==> src/design/hrcd_pkg.sv <==
// Shared constants and helpers for the HTTP response completion detector.
package hrcd_pkg;

  localparam logic [7:0] CHAR_CR   = 8'h0D;
  localparam logic [7:0] CHAR_LF   = 8'h0A;
  localparam logic [7:0] CHAR_ZERO = 8'h30;
  localparam logic [7:0] CHAR_NINE = 8'h39;
  localparam logic [7:0] CHAR_UC_A = 8'h41;
  localparam logic [7:0] CHAR_UC_Z = 8'h5A;
  localparam logic [7:0] CASE_BIT  = 8'h20;

  localparam int CHUNK_TAG_LEN = 26;
  localparam int LEN_TAG_LEN   = 15;
  localparam int HDR_END_LEN   = 4;
  localparam int TERM_LEN      = 7;

  localparam logic [7:0] CHUNK_TAG [CHUNK_TAG_LEN] = '{
    "t", "r", "a", "n", "s", "f", "e", "r", "-", "e", "n", "c", "o",
    "d", "i", "n", "g", ":", " ", "c", "h", "u", "n", "k", "e", "d"
  };

  localparam logic [7:0] LEN_TAG [LEN_TAG_LEN] = '{
    "c", "o", "n", "t", "e", "n", "t", "-", "l", "e", "n", "g", "t", "h", ":"
  };

  localparam logic [7:0] HDR_END [HDR_END_LEN] = '{CHAR_CR, CHAR_LF, CHAR_CR, CHAR_LF};

  localparam logic [7:0] TERM [TERM_LEN] = '{
    CHAR_CR, CHAR_LF, CHAR_ZERO, CHAR_CR, CHAR_LF, CHAR_CR, CHAR_LF
  };

  function automatic logic is_ws(input logic [7:0] c);
    return (c == 8'h20) || (c >= 8'h09 && c <= 8'h0D);
  endfunction

  function automatic logic is_digit(input logic [7:0] c);
    return (c >= CHAR_ZERO) && (c <= CHAR_NINE);
  endfunction

endpackage

==> src/design/hrcd_length_parser.sv <==
// Content-length tag matcher and decimal length parser.
module hrcd_length_parser #(
  parameter int LENGTH_BITS = 40
) (
  input  logic                   clk,
  input  logic                   rst,
  input  logic                   step,
  input  logic                   clear,
  input  logic                   active,
  input  logic                   hdr_end,
  input  logic [7:0]             data,
  output logic                   valid_next,
  output logic [LENGTH_BITS-1:0] value_cur
);

  typedef enum logic [2:0] {
    PH_SEARCH,
    PH_SKIP,
    PH_DIGITS,
    PH_VALID,
    PH_INVALID
  } phase_t;

  phase_t                 phase, phase_c, phase_next;
  logic [3:0]             tag_match, tag_c, tag_match_next;
  logic [LENGTH_BITS-1:0] value, value_next;
  logic [LENGTH_BITS+3:0] scaled;
  logic [3:0]             digit;

  always_comb begin
    tag_c     = clear ? 4'd0 : tag_match;
    phase_c   = clear ? PH_SEARCH : phase;
    value_cur = clear ? '0 : value;
    digit     = data[3:0];
    scaled    = ({4'b0, value_cur} << 3) + ({4'b0, value_cur} << 1)
              + {{LENGTH_BITS{1'b0}}, digit};
    tag_match_next = tag_c;
    phase_next     = phase_c;
    value_next     = value_cur;
    if (active) begin
      case (phase_c)
        PH_SEARCH: begin
          if (data == hrcd_pkg::LEN_TAG[tag_c]) begin
            if (tag_c == 4'(hrcd_pkg::LEN_TAG_LEN - 1)) begin
              tag_match_next = 4'(hrcd_pkg::LEN_TAG_LEN);
              phase_next     = PH_SKIP;
            end else begin
              tag_match_next = tag_c + 4'd1;
            end
          end else if (data == hrcd_pkg::LEN_TAG[0]) begin
            tag_match_next = 4'd1;
          end else begin
            tag_match_next = 4'd0;
          end
        end
        PH_SKIP: begin
          if (!hrcd_pkg::is_ws(data)) begin
            if (hrcd_pkg::is_digit(data)) begin
              value_next = {{(LENGTH_BITS-4){1'b0}}, digit};
              phase_next = PH_DIGITS;
            end else begin
              phase_next = PH_INVALID;
            end
          end
        end
        PH_DIGITS: begin
          if (hrcd_pkg::is_digit(data)) begin
            if (|scaled[LENGTH_BITS+3:LENGTH_BITS]) begin
              phase_next = PH_INVALID;
              value_next = '0;
            end else begin
              value_next = scaled[LENGTH_BITS-1:0];
            end
          end else begin
            phase_next = PH_VALID;
          end
        end
        default: ;
      endcase
      if (hdr_end && (phase_next == PH_SKIP || phase_next == PH_DIGITS)) begin
        phase_next = PH_INVALID;
        value_next = '0;
      end
    end
    valid_next = (phase_next == PH_VALID);
  end

  always_ff @(posedge clk) begin
    if (rst) begin
      phase     <= PH_SEARCH;
      tag_match <= 4'd0;
      value     <= '0;
    end else if (step) begin
      phase     <= phase_next;
      tag_match <= tag_match_next;
      value     <= value_next;
    end
  end

endmodule

==> src/design/http_response_completion_detector.sv <==
// Top level of the HTTP response completion detector.
//
//   channel  | handshake                  | payload
//   ---------+----------------------------+------------------------------------------
//   byte     | byte_valid / byte_ready    | data_byte, first_byte
//   result   | result_valid / result_ready| response_complete, headers_complete,
//            |                            | chunked_mode, length_valid
//
// One byte per cycle: each accepted item updates the matchers and the length
// parser in the accept cycle and its result lands in the output register in the
// next cycle. byte_ready is high while the output register is empty or being
// drained; while a result waits on result_ready no new item is taken.
// rst clears all matcher state; first_byte clears it for the item it rides on.
module http_response_completion_detector #(
  parameter int LENGTH_BITS = 40
) (
  input  logic       clk,
  input  logic       rst,
  input  logic [7:0] data_byte,
  input  logic       first_byte,
  input  logic       byte_valid,
  output logic       byte_ready,
  output logic       response_complete,
  output logic       headers_complete,
  output logic       chunked_mode,
  output logic       length_valid,
  output logic       result_valid,
  input  logic       result_ready
);

  logic                   step;
  logic [1:0]             hdr_match, hdr_c, hdr_match_next;
  logic                   header_done, hd_c, header_done_next;
  logic [4:0]             chunk_match, cm_c, chunk_match_next;
  logic                   chunk_seen, cs_c, chunk_seen_next;
  logic [2:0]             term_match, tm_c, term_match_next;
  logic [LENGTH_BITS-1:0] body_count, body_c, body_count_next;
  logic                   done_flag, done_c, done_flag_next;
  logic                   hdr_end;
  logic                   complete;
  logic [7:0]             folded;
  logic                   len_valid_next;
  logic [LENGTH_BITS-1:0] len_value;

  assign byte_ready = !result_valid || result_ready;
  assign step       = byte_valid && byte_ready;

  always_comb begin
    hdr_c  = first_byte ? 2'd0 : hdr_match;
    hd_c   = first_byte ? 1'b0 : header_done;
    cm_c   = first_byte ? 5'd0 : chunk_match;
    cs_c   = first_byte ? 1'b0 : chunk_seen;
    tm_c   = first_byte ? 3'd0 : term_match;
    body_c = first_byte ? '0 : body_count;
    done_c = first_byte ? 1'b0 : done_flag;

    folded = (data_byte >= hrcd_pkg::CHAR_UC_A && data_byte <= hrcd_pkg::CHAR_UC_Z)
           ? (data_byte | hrcd_pkg::CASE_BIT) : data_byte;

    hdr_match_next   = hdr_c;
    header_done_next = hd_c;
    chunk_match_next = cm_c;
    chunk_seen_next  = cs_c;
    term_match_next  = tm_c;
    body_count_next  = body_c;
    hdr_end          = 1'b0;

    if (!hd_c) begin
      if (!cs_c) begin
        if (folded == hrcd_pkg::CHUNK_TAG[cm_c]) begin
          if (cm_c == 5'(hrcd_pkg::CHUNK_TAG_LEN - 1)) begin
            chunk_seen_next  = 1'b1;
            chunk_match_next = 5'd0;
          end else begin
            chunk_match_next = cm_c + 5'd1;
          end
        end else if (folded == hrcd_pkg::CHUNK_TAG[0]) begin
          chunk_match_next = 5'd1;
        end else begin
          chunk_match_next = 5'd0;
        end
      end
      if (data_byte == hrcd_pkg::HDR_END[hdr_c]) begin
        if (hdr_c == 2'(hrcd_pkg::HDR_END_LEN - 1)) begin
          hdr_match_next   = 2'd0;
          header_done_next = 1'b1;
          hdr_end          = 1'b1;
        end else begin
          hdr_match_next = hdr_c + 2'd1;
        end
      end else if (data_byte == hrcd_pkg::CHAR_CR) begin
        hdr_match_next = 2'd1;
      end else begin
        hdr_match_next = 2'd0;
      end
    end else begin
      body_count_next = (&body_c) ? body_c : body_c + 1'b1;
      if (cs_c && tm_c != 3'(hrcd_pkg::TERM_LEN)) begin
        if (data_byte == hrcd_pkg::TERM[tm_c]) begin
          term_match_next = tm_c + 3'd1;
        end else if (tm_c == 3'd5 && data_byte == hrcd_pkg::CHAR_ZERO) begin
          // after CR LF 0 CR LF a '0' restarts from CR LF 0
          term_match_next = 3'd3;
        end else if (data_byte == hrcd_pkg::CHAR_CR) begin
          term_match_next = 3'd1;
        end else begin
          term_match_next = 3'd0;
        end
      end
    end
  end

  assign complete = header_done_next &&
                    (chunk_seen_next ? (term_match_next == 3'(hrcd_pkg::TERM_LEN))
                                     : (len_valid_next && body_count_next >= len_value));
  assign done_flag_next = done_c || complete;

  hrcd_length_parser #(
    .LENGTH_BITS(LENGTH_BITS)
  ) u_length_parser (
    .clk        (clk),
    .rst        (rst),
    .step       (step),
    .clear      (first_byte),
    .active     (!hd_c),
    .hdr_end    (hdr_end),
    .data       (folded),
    .valid_next (len_valid_next),
    .value_cur  (len_value)
  );

  always_ff @(posedge clk) begin
    if (rst) begin
      hdr_match    <= 2'd0;
      header_done  <= 1'b0;
      chunk_match  <= 5'd0;
      chunk_seen   <= 1'b0;
      term_match   <= 3'd0;
      body_count   <= '0;
      done_flag    <= 1'b0;
      result_valid <= 1'b0;
    end else begin
      if (step) begin
        hdr_match    <= hdr_match_next;
        header_done  <= header_done_next;
        chunk_match  <= chunk_match_next;
        chunk_seen   <= chunk_seen_next;
        term_match   <= term_match_next;
        body_count   <= body_count_next;
        done_flag    <= done_flag_next;
        result_valid <= 1'b1;
      end else if (result_ready) begin
        result_valid <= 1'b0;
      end
    end
  end

  always_ff @(posedge clk) begin
    if (step) begin
      response_complete <= done_flag_next;
      headers_complete  <= header_done_next;
      chunked_mode      <= chunk_seen_next;
      length_valid      <= len_valid_next;
    end
  end

endmodule

==> config.mk <==
export PLATFORM = sky130hd
export DESIGN_NAME = http_response_completion_detector
export DESIGN_NICKNAME = d
export VERILOG_FILES = /design/src/design/hrcd_pkg.sv /design/src/design/hrcd_length_parser.sv /design/src/design/http_response_completion_detector.sv
export SDC_FILE = /design/constraint.sdc
export NUM_CORES = 1
export LEC_CHECK = 0
export BUFFER_PORTS_ARGS = -buffer_cell sky130_fd_sc_hd__buf_4
export CORE_ASPECT_RATIO = 0.7
export CORE_MARGIN = 2
export CORE_UTILIZATION = 60
export DETAILED_ROUTE_END_ITERATION = 6
export PLACE_DENSITY = 0.77
export SLEW_MARGIN = 40
export SYNTH_ARGS = -nofsm -noshare
export SYNTH_HDL_FRONTEND = slang
export SYNTH_SLANG_ARGS = --single-unit
==> constraint.sdc <==
create_clock -name clk -period 9.3 [get_ports clk]
set_input_delay 0.93 -clock clk [delete_from_list [all_inputs] [get_ports clk]]
set_output_delay 0.93 -clock clk [all_outputs]
set_load 0.005 [all_outputs]
==> metrics.yaml <==
status: "finished clean"
worstSkewPairLatency_ns: 0.36
start_kind: "input pin"
grt_usage: 0.320
fin_nets: 1592
critPathMaxFanout: 66
worst_slack_ns: 3.22
syn-num-nets: 1653
avgRoutedWirePerCell_um: 18.8
diodes: 0
finalSetupTns_ns: 0
cts_sinks: 105
antenna_found_initial: 0
final_period_minus_worst_setup_slack_ns: 6.08
netlist_area_mm2: 0.0111
switching_share: 0.293
grt_pass1_vias: 9819
leakagePower_nw: 4.80
hold_class: "flop to flop"
slew_viol_final: 0
final_layout_size_suffix_gt1_frac: 0.0551
skew_ns: 0.0138
dieArea_mm2: 0.0197
drc: 0
via_per_inst: 6.58
worstSetupPathType: "input pin to flop"
total_switching_power_w: 0.000282
syn_inst: 1526
crit_path_end_kind: "flop"
cp_data_arrival_time_ns: 6.20
power_frac_comb: 0.137
grt_pass1_wl_mm: 51.9
clock_path_buffers: 2
pwr-share-clk: 0.380
dpl.hpwl_mm: 24.1
synth_edf_count: 4
fin_area_mm2: 0.0115
worstMarginPinSlew_ns: 0.841
p_per_area_mw_per_mm2: 84.1
place_area_mm2: 0.0112
fp.dieW_um: 167
synthArstFlopShare: 0
fp.dieH_um: 118
ys_seq_area_frac: 0.192
path_clk_slew_ns: 0.08
postSynthAreaPerCell_um2: 7.30
p_seq_frac: 0.483
cts_resized: 0
pre_cts_ws_ns: 3.02
period_share: 0.654
io_buffers: 18
max_freq_mhz: 164
p_int_w: 0.000682
synth.area.top_cells: "dfxtp_1, ha_1, nand2_1"
fp-row-count: 41
io_pins: 19
cts_setup_buffers: 0
max_slew_margin: 0.438
cts_buffers: 9
drtPass1Iterations: 6
ys_seq_elements: 105
required_ns: 9.41
yosys.area.top_type: "dfxtp_1"
grt_max_degree: 67
rsz0062_at_grt: "no"
setup_viol: 0
cts_tree: "yes"
yosysTopAreaCellShare: 0.182
max_cap_violations: 0
synth_ff_type: "dfxtp_1"
core_mm2: 0.0181
vias: 11200
dr.first_iter.drc_count: 1586
area_growth_pct: 3.03
antenna_left: 0
place_congestion: 0.961
ctsHoldBuffers: 0
hold_viol: 0
wirelength_mm: 32.0
grt.overflow.total: 0
cts_root_buf: "clkbuf_16"
initial_core_util: 0.615
irDropWorstVdd_mv: 0.0844
synth_warnings: 0
htreeDepth: 3
synth.distinct_cells: 100
-- final cells by class --
class / instances / area [µm²]
multi-input cells: 1250 / 8290
fillers: 1595 / 6640
flip-flops and latches: 105 / 2140
well taps: 236 / 295
inverters: 74 / 280
clock buffers: 10 / 229
repair buffers: 25 / 191
clock inverters: 5 / 45.0
-- power by group through the flow --
stage	Combinational, W	Clock [W]	Sequential [W]
after floorplan	0.0000951	0	0.000473
after global placement	0.000126	0	0.000476
after detailed placement	0.000128	0	0.000476
after CTS	0.000128	0.000368	0.000466
after global routing	0.000144	0.000382	0.000467
final	0.000132	0.000366	0.000466
-- final timing paths --
kind	startpoint	end	slack (ns)	cells past startpoint
min	hdr_match[1]$_SDFFE_PP0P_	hdr_match[1]$_SDFFE_PP0P_	0.45	2
max reg2reg	body_count[0]$_SDFFE_PP0P_	response_complete$_DFFE_PP_	3.89	22
max	first_byte	response_complete$_DFFE_PP_	3.22	22
min reg2reg	hdr_match[1]$_SDFFE_PP0P_	hdr_match[1]$_SDFFE_PP0P_	0.45	2
-- flip-flops by register name (all words and copies together) (netlist names), 2 cells and up --
signal and cells:
u_length_parser.phase 3, u_length_parser.tag_match 4, u_length_parser.value 40, hdr_match 2
term_match 3, chunk_match 5, body_count 40
-- cells in the mapped netlist, drive strengths merged, types with 4 or more instances --
cell     instances
buf             41
nand3b           9
o221ai           4
o211ai           8
and3            26
xor2            32
inv             74
a31oi           17
a22oi            9
mux2i            9
o22ai            5
a21oi          126
nor4             9
o21bai           4
ha             112
nand2          178
a32oi            7
nand2b          16
edfxtp           4
o21ai           97
a21o            23
a31o             5
nor2           141
nor3            39
clkbuf          56
o32ai            4
and4            15
a22o            31
a2111oi          8
and2            22
or3             13
or2              8
o31ai            5
xnor2           73
dfxtp          101
a21boi           4
nand4           29
nor2b           29
o41ai            4
mux2             5
a211oi          16
o21a             8
nand3           49
-- stage by stage --
step	utilization	hold slack [ns]	std cells	power, W
global route	0.634	0.472	1705	0.000993
floorplan	-	0.427	1526	0.000568
finish	0.634	0.454	1705	0.000965
CTS	0.633	0.454	1704	0.000962
detailed placement	0.618	0.444	1689	0.000604
global placement	0.617	0.439	1689	0.000602
-- worst max-delay path, cell delays in order --
cell and delay, ns:
buf_4 0.16, buf_4 0.35, nand2b_1 0.34, nor3_1 0.47, nand3_1 0.31, nor3_2 0.44, and3_1 0.37, and4_1 0.32
and4_1 0.27, xnor2_1 0.15, nor2_1 0.08, ha_1 0.32, nand2_1 0.08, nor3_1 0.07, a2111oi_0 0.42, o21ai_0 0.18
a21oi_1 0.16, a21oi_1 0.08, nand4b_1 0.17, o21ai_0 0.21, o41a_1 0.21, o2bb2ai_1 0.08
-- cells in the final DEF, fill, tap and decap left out, types with 12 or more instances in the layout --
master      n
nand2_1   177
nor2_1    138
a21oi_1   126
ha_1      112
dfxtp_1   101
o21ai_0    92
xnor2_1    73
inv_1      72
nand3_1    49
nor3_1     36
xor2_1     31
a22o_1     31
nand4_1    28
nor2b_1    28
and3_1     26
buf_4      24
a21o_1     23
and2_1     21
a31oi_1    17
nand2b_1   16
a211oi_1   16
and4_1     14
or3_1      12
-- cell families (layout without fill, tap and decap cells) --
kind of cell	count (synthesis)	count (layout)	share of synthesized area
AOI/OAI and AO/OA	416	416	0.245
muxes	14	14	0.0131
buffers and inverters	171	114	0.0645
DFF	105	105	0.192
and+or+nand+nor	601	601	0.272
adders and majority gates	114	114	0.129
xor gates and xnor gates	105	105	0.0833
-- routing by layer --
layer  global-route usage  wire, µm  up-vias
met3               0.0625      3810       38
met1                0.522     15500     5186
li1                     -         -     5368
met5                    0         0        -
met4               0.0733       442        0
met2                0.418     12200      620
Note: power is estimated with default switching activity, not from simulation.
